===== src/rtl/sensor_thp_compensation_core_defines.svh =====
// Assertion macros for the sensor compensation core.
// Included by the top level; no dependencies.
`ifndef SENSOR_THP_COMPENSATION_CORE_DEFINES_SVH
`define SENSOR_THP_COMPENSATION_CORE_DEFINES_SVH
`ifndef SYNTH
`define STC_ASSERT_IMP(lbl, clk, rst, ante, cons) \
   lbl: assert property (@(posedge clk) disable iff (rst) (ante) |-> (cons)) \
      else $error("stc assertion failed");
`define STC_ASSERT_NXT(lbl, clk, rst, ante, cons) \
   lbl: assert property (@(posedge clk) disable iff (rst) (ante) |=> (cons)) \
      else $error("stc assertion failed");
`else
`define STC_ASSERT_IMP(lbl, clk, rst, ante, cons)
`define STC_ASSERT_NXT(lbl, clk, rst, ante, cons)
`endif
`endif


===== src/rtl/stc_pkg.sv =====
// Shared types, constants and a wrap-around multiply helper for the compensation core.
// No dependencies.
package stc_pkg;

   localparam int unsigned FRONT_STAGES = 12;
   localparam int unsigned DIV_STAGES   = 34;

   localparam logic signed [31:0] PRS_TF_OFS = 32'sd64000;
   localparam logic signed [31:0] HUM_TF_OFS = 32'sd76800;
   localparam logic signed [35:0] PRS_BASE   = 36'sd1048576;
   localparam logic signed [35:0] PRS_SCALE  = 36'sd3125;
   localparam logic signed [35:0] PRS_SPLIT  = 36'sh080000000;
   localparam logic signed [31:0] PRS_P1_OFS = 32'sd32768;
   localparam logic signed [31:0] HUM_CLAMP  = 32'sd419430400;
   localparam logic signed [31:0] HUM_H_OFS  = 32'sd2097152;
   localparam logic signed [31:0] HUM_S_OFS  = 32'sd32768;
   localparam logic signed [31:0] HUM_G_RND  = 32'sd16384;
   localparam logic signed [31:0] HUM_H_RND  = 32'sd8192;
   localparam logic signed [31:0] TMP_RND    = 32'sd128;
   localparam logic [16:0]        HUM_OUT_MAX = 17'd102400;

   typedef enum logic [2:0] {
      REG_CAL_T  = 3'd0,
      REG_CAL_PA = 3'd1,
      REG_CAL_PB = 3'd2,
      REG_CAL_PC = 3'd3,
      REG_CAL_HA = 3'd4,
      REG_CAL_HB = 3'd5
   } stc_reg_type;

   typedef struct packed {
      logic signed [31:0] t1, t2, t3;
      logic signed [31:0] p1, p2, p3, p4, p5, p6, p7, p8, p9;
      logic signed [31:0] h1, h2, h3, h4, h5, h6;
   } stc_cal_type;

   typedef struct packed {
      logic signed [23:0] temp;
      logic [16:0]        hum;
      logic               div_zero;
      logic               neg;
      logic               dbl;
      logic [33:0]        mag;
      logic [31:0]        div;
   } stc_item_type;

   function automatic logic signed [31:0] wmul(input logic signed [31:0] a,
                                               input logic signed [31:0] b);
      return a * b;
   endfunction

endpackage


===== src/rtl/stc_queue.sv =====
// Short first-in first-out queue between the front and back pipelines.
// Depends on stc_pkg.
module stc_queue #(
   parameter int DEPTH = 4
) (
   input  logic                  clock,
   input  logic                  reset,
   input  logic                  push,
   input  stc_pkg::stc_item_type push_item,
   output logic                  full,
   input  logic                  pop,
   output logic                  head_valid,
   output stc_pkg::stc_item_type head_item
);
   import stc_pkg::*;

   localparam int PTR_W = $clog2(DEPTH);
   localparam int CNT_W = $clog2(DEPTH + 1);

   stc_item_type     mem_ff [DEPTH];
   logic [PTR_W-1:0] wr_ptr_ff, rd_ptr_ff;
   logic [CNT_W-1:0] count_ff;

   assign full       = (count_ff == CNT_W'(DEPTH));
   assign head_valid = (count_ff != '0);
   assign head_item  = mem_ff[rd_ptr_ff];

   always_ff @(posedge clock) begin
      if (push) begin
         mem_ff[wr_ptr_ff] <= push_item;
      end
   end

   always_ff @(posedge clock) begin
      if (reset) begin
         wr_ptr_ff <= '0;
         rd_ptr_ff <= '0;
         count_ff  <= '0;
      end else begin
         if (push) wr_ptr_ff <= wr_ptr_ff + PTR_W'(1);
         if (pop)  rd_ptr_ff <= rd_ptr_ff + PTR_W'(1);
         case ({push, pop})
            2'b10:   count_ff <= count_ff + CNT_W'(1);
            2'b01:   count_ff <= count_ff - CNT_W'(1);
            default: count_ff <= count_ff;
         endcase
      end
   end

endmodule


===== config.mk =====
export PLATFORM = sky130hd
export DESIGN_NAME = stc_queue
export DESIGN_NICKNAME = d
export VERILOG_FILES = /design/src/rtl/sensor_thp_compensation_core_defines.svh /design/src/rtl/stc_pkg.sv /design/src/rtl/stc_queue.sv
export SDC_FILE = /design/constraint.sdc
export NUM_CORES = 1
export LEC_CHECK = 0
export BUFFER_PORTS_ARGS = -buffer_cell sky130_fd_sc_hd__clkbuf_2
export CAP_MARGIN = 30
export CORE_MARGIN = 2
export CORE_UTILIZATION = 31
export CTS_CLUSTER_DIAMETER = 40
export DETAILED_ROUTE_END_ITERATION = 16
export HOLD_SLACK_MARGIN = 0.1
export PLACE_DENSITY_LB_ADDON = 0.2
export REMOVE_ABC_BUFFERS = 1
export SYNTH_ARGS = -nofsm -noshare
export SYNTH_HDL_FRONTEND = slang
export SYNTH_SLANG_ARGS = --single-unit

===== constraint.sdc =====
create_clock -name clock -period 7.7 [get_ports clock]
set_input_delay 0.385 -clock clock [delete_from_list [all_inputs] [get_ports clock]]
set_output_delay 0.385 -clock clock [all_outputs]
set_load 0.05 [all_outputs]

Word-level counts from Yosys, hierarchy flattened. Memories as Yosys holds them, arrays and structs flattened. A register that Yosys moved wholly into a read port is not among the register bits. Cells that the tools add are included.

Reduce and logical (&&, ||, !) cells: 2. Multiplexer cells: 5. Eq/ne operators: 3. $add $sub $neg: 4.

Operator list (count): one-hot mux 3 bit (2 select lines) (1); adder 2 x 1 -> 2 bit (second input constant) (2); two-way mux 2 bit (2); adder 3 x 1 -> 3 bit (second input constant) (1); equality test 3 bit (second input constant) (1); nonzero test 3 bit (1); subtractor 3 x 1 -> 3 bit (second input constant) (1); equality test 2 x 1 -> 1 bit (second input constant) (1); equality test 2 bit (second input constant) (1); two-way mux 1 bit (2); nonzero test 2 bit (1).

Word-level logic and storage cells: 18. Register bits after elaboration: 7. Memories kept: 1. Bits in writable memories: 440. Output and inout bits: 112.

Memory list: mem_ff (words 4, width 110, read ports 1, clocked after Yosys merged registers in 1, write ports 1, RTL line stc_queue.sv:20) `stc_item_type mem_ff [DEPTH];`.

Logic depth before layout (Yosys ltp). Gate-level depths: netlist of the first run.

Depth after elaboration: 3. Depth in mapped cells: 7. Gate-level depth less buffers: 7.

Worst setup path before layout of the first run. OpenSTA, ideal clock, no wires.

Path type: flip-flop to flip-flop. From: reg wr_ptr_ff[0]. To: mem mem_ff[0][0] (netlist bit), enable pin. Library setup time: 481 ps. Clock period less this slack: 3559 ps. Setup slack: 4141 ps. Path buffers: 0. Arrival time: 3077 ps. Cell stages (with the launch flop): 4. Path through: dfxtp_1 inv_1 ha_1 and2_1.

RTL lines: start, declared (RTL line stc_queue.sv:21) `logic [PTR_W-1:0] wr_ptr_ff, rd_ptr_ff;`; start signal, assigned (RTL line stc_queue.sv:40) `if (push) wr_ptr_ff <= wr_ptr_ff + PTR_W'(1);`; end, declared (RTL line stc_queue.sv:20).

Straight into the memory's write port.

==> metrics.txt, run 1 <==
status finished, final reports clean; setup bufs post-CTS 0; Final Hold Viols 0; CTS Root Buffer Type clkbuf_16; vias per cell between 4 and 5; critical path class reg -> out; Final ANT Viol Nets 0; #FFs+latches synth 449; met3 wire len 2.33 mm; Remaining DRCs 0; total CTS buffers 75; final total negative setup slack 0 ps; Final WS setup between 4000 and 5000 ps; period utilisation layout a little under half; FF-to-FF Start wr_ptr_ff[0]$_SDFFE_PP0P_; crit path DAT 3190 ps; Non-Filler Instances 1771; asr flop ratio synth 0%; clk_skew 14.8 ps; total gr overflow 0; met2 WL 16.5 mm; Post-synth EDFFs 440; actual slew at the worst max-slew pin around 920 ps; VDD IR max a little under 0.2 mV; Clock transition at path regs 50 ps; largest net degree at the start of global routing between 50 and 60; global-route wire length before repair between 50 and 60 mm; count of final setup violators 0; Synth Flop Type edfxtp_1; nets@finish 1141; share of cells above drive strength 1 44.2%; routability cong. ~0.7; RSZ-0062 raised after global routing no; Synth Instances 621; top cell type's share of synthesized area 81.0%; Clock Tree Buf Depth 3; worst-path maximum fanout 40; core area 52300 um2; hold path start pop; IO Count 226; Final Routed Wirelength around 35 mm; Max Used Layer met5; clock sinks 449; register area share after synthesis between 80 and 90%; min Tclk post-route 3570 ps; CP Capture Type output port; Area growth, synth to finish 34.7%; relative slew slack around 39%; port buffer count 225; Die H about 230 um; WL/cell 19.8 um; total track usage 13.0%; met1 wire length 15.4 mm; worst-skew pair later-pin latency 600 ps; CTS tree done; mapped cell area 16300 um2; pre-CTS WS 4580 ps; fin area about 22000 um2; crit start category flop; PwrDens ~320 nW/um2; initial detailed-routing violation count 375; antenna violations before repair 2; Hold WS 216 ps; Die ar. 54500 um2; Netlist cell types 19; # rows 84; vias in the first global route 8615; Synth area leader edfxtp_1; leading post-synthesis cells by cell area edfxtp_1, mux4_2, dfxtp_1, buf_6, ha_1; WP data required 7320 ps; drt pass-1 iters 6; Leak Pwr 7.57 nW; Initial Util between 30% and 40%; Die X 233 um; Synth top cells by count edfxtp_1, mux4_2, buf_2, buf_6, dfxtp_1; Vias 7949; max_cap viols 0; Slew Limit Fails 0; Ys Warns 0; Syn Area/Cell approximately 26 um2; fmax between 200 and 300 MHz; DP Cell Count 1519; Placement Cell Area 18200 um2; H-tree lvl count 3; DP HPWL 19.1 mm; Hold Path Class in -> reg; most instantiated library cell after synthesis edfxtp_1
==> routing by layer <==
layer / track usage, % / up-vias
li1: - / 3515
met1: 16.9 / 4178
met2: 20.2 / 205
met3: 4.04 / 49
met4: 5.44 / 2
met5: 0 / -
==> where the power goes <==
part / total (mW) / leakage [nW] / internal, mW / switching (mW)
Combinational: 0.826 / 2.21 / 0.260 / 0.566
Clock: 3.39 / 1.24 / 2.21 / 1.18
Sequential: 2.85 / 4.12 / 2.81 / 0.0379
Total: 7.07 / 7.57 / 5.28 / 1.79
==> cell usage in the layout (no fill, tap or decap), types with 3 or more instances in the layout <==
cell type | synthesis | routed
edfxtp_1 | 440 | 440
clkbuf_2 | 0 | 225
dlygate4sd3_1 | 0 | 111
mux4_2 | 110 | 110
clkbuf_16 | 0 | 77
inv_6 | 0 | 14
bufinv_16 | 0 | 10
clkinvlp_4 | 0 | 10
buf_4 | 0 | 10
nor2_1 | 8 | 8
clkinv_1 | 0 | 7
dfxtp_1 | 9 | 7
inv_1 | 6 | 6
clkbuf_1 | 3 | 6
ha_1 | 5 | 5
clkinv_2 | 0 | 5
and2_4 | 0 | 4
clkinv_4 | 0 | 4
xor2_1 | 3 | 3
==> critical path, stage by stage (launching register included) <==
cell and delay (ps):
dfxtp_4 880, buf_4 810, mux4_2 620, clkbuf_2 260
==> metrics by stage <==
stage	util, %	power, mW
floorplan	-	3.48
global placement	34.8	3.69
detailed placement	34.8	3.70
CTS	41.9	7.19
global route	42.0	7.33
finish	42.0	7.07
==> registers in the layout, indices dropped and copies added, names as in the netlist, named ones only <==
name and flops:
count_ff 3, rd_ptr_ff 2, mem_ff 440, wr_ptr_ff 2
==> final cells by class <==
class	instances	area [um2]
Antenna cell	1	2.50
Clock buffer	85	1980
Clock inverter	53	628
Fill cell	4665	30400
Inverter	6	22.5
Multi-Input combinational cell	141	2720
Sequential cell	449	13400
Tap cell	688	861
Timing Repair Buffer	348	2370
==> cell families after synthesis <==
logic type / after synthesis / share of synthesized area, %
AOI/OAI and AO/OA: 3 / 0.0920
xor gates and xnor gates: 5 / 0.269
adders and majority gates: 6 / 0.506
buffers and inverters: 31 / 1.30
DFF: 449 / 82.1
muxes: 111 / 15.2
and+or+nand+nor: 16 / 0.476
==> repair_timing <==
item                      4_1_cts  5_1_grt
gates resized for setup         0        0
hold endpoints to repair      445        0
hold buffers                  111        0
==> worst paths after layout <==
check	depth (start not counted)	slack (ps)	endpoint
setup / recovery	3	4130	head_item[53]
hold / removal	3	220	flop
setup reg to reg	5	4870	mem_ff[0][83]$_DFFE_PP_
hold reg to reg	2	510	count_ff[2]$_SDFFE_PP0P_
Power figures use the tool's default switching activity.
==> inputs of run 2 (changes only) <==
- clock period: 7.7 -> 3.4 ns (I/O delays scaled with it)
==> metrics.txt, run 2 (synthesis results as in run 1) <==
VDD IR max 0.481 mV (was 0.197 mV); FF-to-FF path depth 3 (was 5); internal power 11.2 mW (was 5.28 mW); Vias 7854 (was 7949); Clock Tree Buf Depth 3 (unchanged); actual slew at the worst max-slew pin 761 ps (was 922 ps); setup bufs post-CTS 0 (unchanged); CTS tree done (unchanged); max_cap viols 0 (unchanged); Initial Util 31.2% (unchanged); worst-path maximum fanout 84 (was 40); routability cong. 0.676 (was 0.680); hold path depth 2 (was 3); max reg flops 440 (unchanged); pre-CTS WS 1340 ps (was 4580 ps); most frequent cells in the layout edfxtp_1, clkbuf_2, dlygate4sd3_1, mux4_2, clkbuf_16 (unchanged); Slew Limit Fails 0 (unchanged); core area 52300 um2 (unchanged); fill count 4631 (was 4665); fmax a little under 400 MHz; crit start category flop (unchanged); antenna violations before repair 2 (unchanged); Clk network pwr share 44.9% (was 48.0%); total gr overflow 0 (unchanged); worst-skew pair later-pin latency 580 ps (was 600 ps); DP HPWL 19.1 mm (about the same); DP Cell Count 1524 (was 1519); IO Count 226 (unchanged); CTS Root Buffer Type clkbuf_16 (unchanged); total CTS buffers 70 (was 75); CTS resizes 0 (unchanged); Hold WS 342 ps (was 216 ps); global-route wire length before repair 51.1 mm (was 52.2 mm); crit path DAT 2410 ps (was 3190 ps); min Tclk post-route 2580 ps; Remaining DRCs 0 (unchanged); Most flops, register mem_ff (unchanged); Final WS setup 818 ps (was 4130 ps); Die X 233 um (unchanged); fin area 21700 um2 (was 22000 um2); RSZ-0062 raised after global routing no (unchanged); WL/cell 19.5 um (was 19.8 um); P_sw 3.93 mW (was 1.79 mW); Placement Cell Area 18300 um2 (was 18200 um2); CP Capture Type output port (unchanged); Hold Path Class in -> reg (unchanged); port buffer count 225 (unchanged); share of cells above drive strength 1 43.5% (was 44.2%); Worst path max stage delay 620 ps (was 880 ps); vias per cell 4.46 (was 4.49); initial detailed-routing violation count 411 (was 375); period utilisation layout about three quarters; vias in the first global route 8535 (was 8615); Clock transition at path regs 50 ps (about the same); CP Cell Sequence buf_12, mux4_2, clkbuf_2 (was buf_4, mux4_2, clkbuf_2); Sw Ratio 26.0% (was 25.3%); Die ar. 54500 um2 (unchanged); Leak Pwr 7.47 nW (was 7.57 nW); Non-Filler Instances 1761 (was 1771); status finished, final reports clean (unchanged); sequential power share 42.4% (was 40.3%); count of final setup violators 0 (unchanged); relative slew slack 49.3% (was 38.5%); Final Hold Viols 0 (unchanged); PwrDens 696 nW/um2 (was 322 nW/um2); Die H 233 um (unchanged); WP data required 3230 ps (was 7320 ps); largest net degree at the start of global routing 85 (was 58); Final Routed Wirelength 34.3 mm (was 35.0 mm); Final ANT Viol Nets 0 (unchanged); clock sinks 449 (unchanged); largest registers mem_ff x440, count_ff x3 (unchanged); nets@finish 1142 (was 1141); clk_skew 14.5 ps (was 14.8 ps); commonest non-fill, non-tap cell in the layout edfxtp_1 (unchanged); Max stage delay cell, worst path mux4_2 (was dfxtp_4); total track usage 12.7% (was 13.0%); # rows 84 (unchanged); Gate power share 12.7% (was 11.7%); Area growth, synth to finish 33.2% (was 34.7%); final total negative setup slack 0 ps (unchanged); critical path class reg -> out (unchanged); H-tree lvl count 3 (unchanged); drt pass-1 iters 4 (was 6)
run 2: cell types whose count changed in the layout (fill, tap and decap cells not counted), sizes merged:
cell | before | now
buf | 12 | 15
bufinv | 10 | 4
clkbuf | 310 | 301
clkinv | 18 | 23
clkinvlp | 10 | 4
dlygate4sd3 | 111 | 114
run 2: repair_timing:
item                                    in CTS  in global routing
endpoints found under the setup margin       0                  0
hold buffers                               114                  0
endpoints found under the hold margin      449                  0
run 2: layer usage:
layer | up-vias | share of wire [%] | global-route usage [%]
met2 | 208 | 50 | 21.0
met3 | 59 | 6.1 | 4.32
met1 | 4084 | 42 | 15.6
met4 | 2 | 2.5 | 4.53
met5 | - | 0.038 | 0
li1 | 3501 | - | -
run 2: power by group through the flow:
stage / logic [mW] / clock network (mW) / registers [mW]
2_1_floorplan: 1.26 / 0 / 6.62
3_3_place_gp: 1.85 / 0 / 6.52
3_5_place_dp: 1.85 / 0 / 6.53
4_1_cts: 1.97 / 6.98 / 6.42
5_1_grt: 2.04 / 7.20 / 6.44
6_report: 1.92 / 6.79 / 6.42
run 2: worst paths after layout:
kind / start / slack (ps) / end
setup reg to reg: wr_ptr_ff[0]$_SDFFE_PP0P_ / 1430 / mem_ff[3][83]$_DFFE_PP_
hold / removal: push_item[31] / 340 / mem_ff[0][31]$_DFFE_PP_
setup / recovery: flop / 820 / head_item[23]
hold reg to reg: count_ff[1]$_SDFFE_PP0P_ / 510 / count_ff[1]$_SDFFE_PP0P_
run 2: cell type report:
class	instances	area (um2)	area share, %
Multi-Input combinational cell	141	2720	12.5
Clock buffer	76	1820	8.36
Timing Repair Buffer	354	2480	11.4
Sequential cell	449	13400	61.7
Antenna cell	1	2.50	0.0115
Clock inverter	46	435	2.00
Tap cell	688	861	3.96
Inverter	6	22.5	0.104
run 2: per-stage QoR:
stage | util, % | power (mW)
floorplan | - | 7.88
global placement | 35.0 | 8.37
detailed placement | 35.0 | 8.38
CTS | 41.5 | 15.4
global route | 41.5 | 15.7
finish | 41.5 | 15.1
run 2: worst max-delay path: cells and delay by family, from the launching register on:
family / cells / cell delay (ps)
buffers and inverters: 2 / 830
DFF: 1 / 350
muxes: 1 / 620
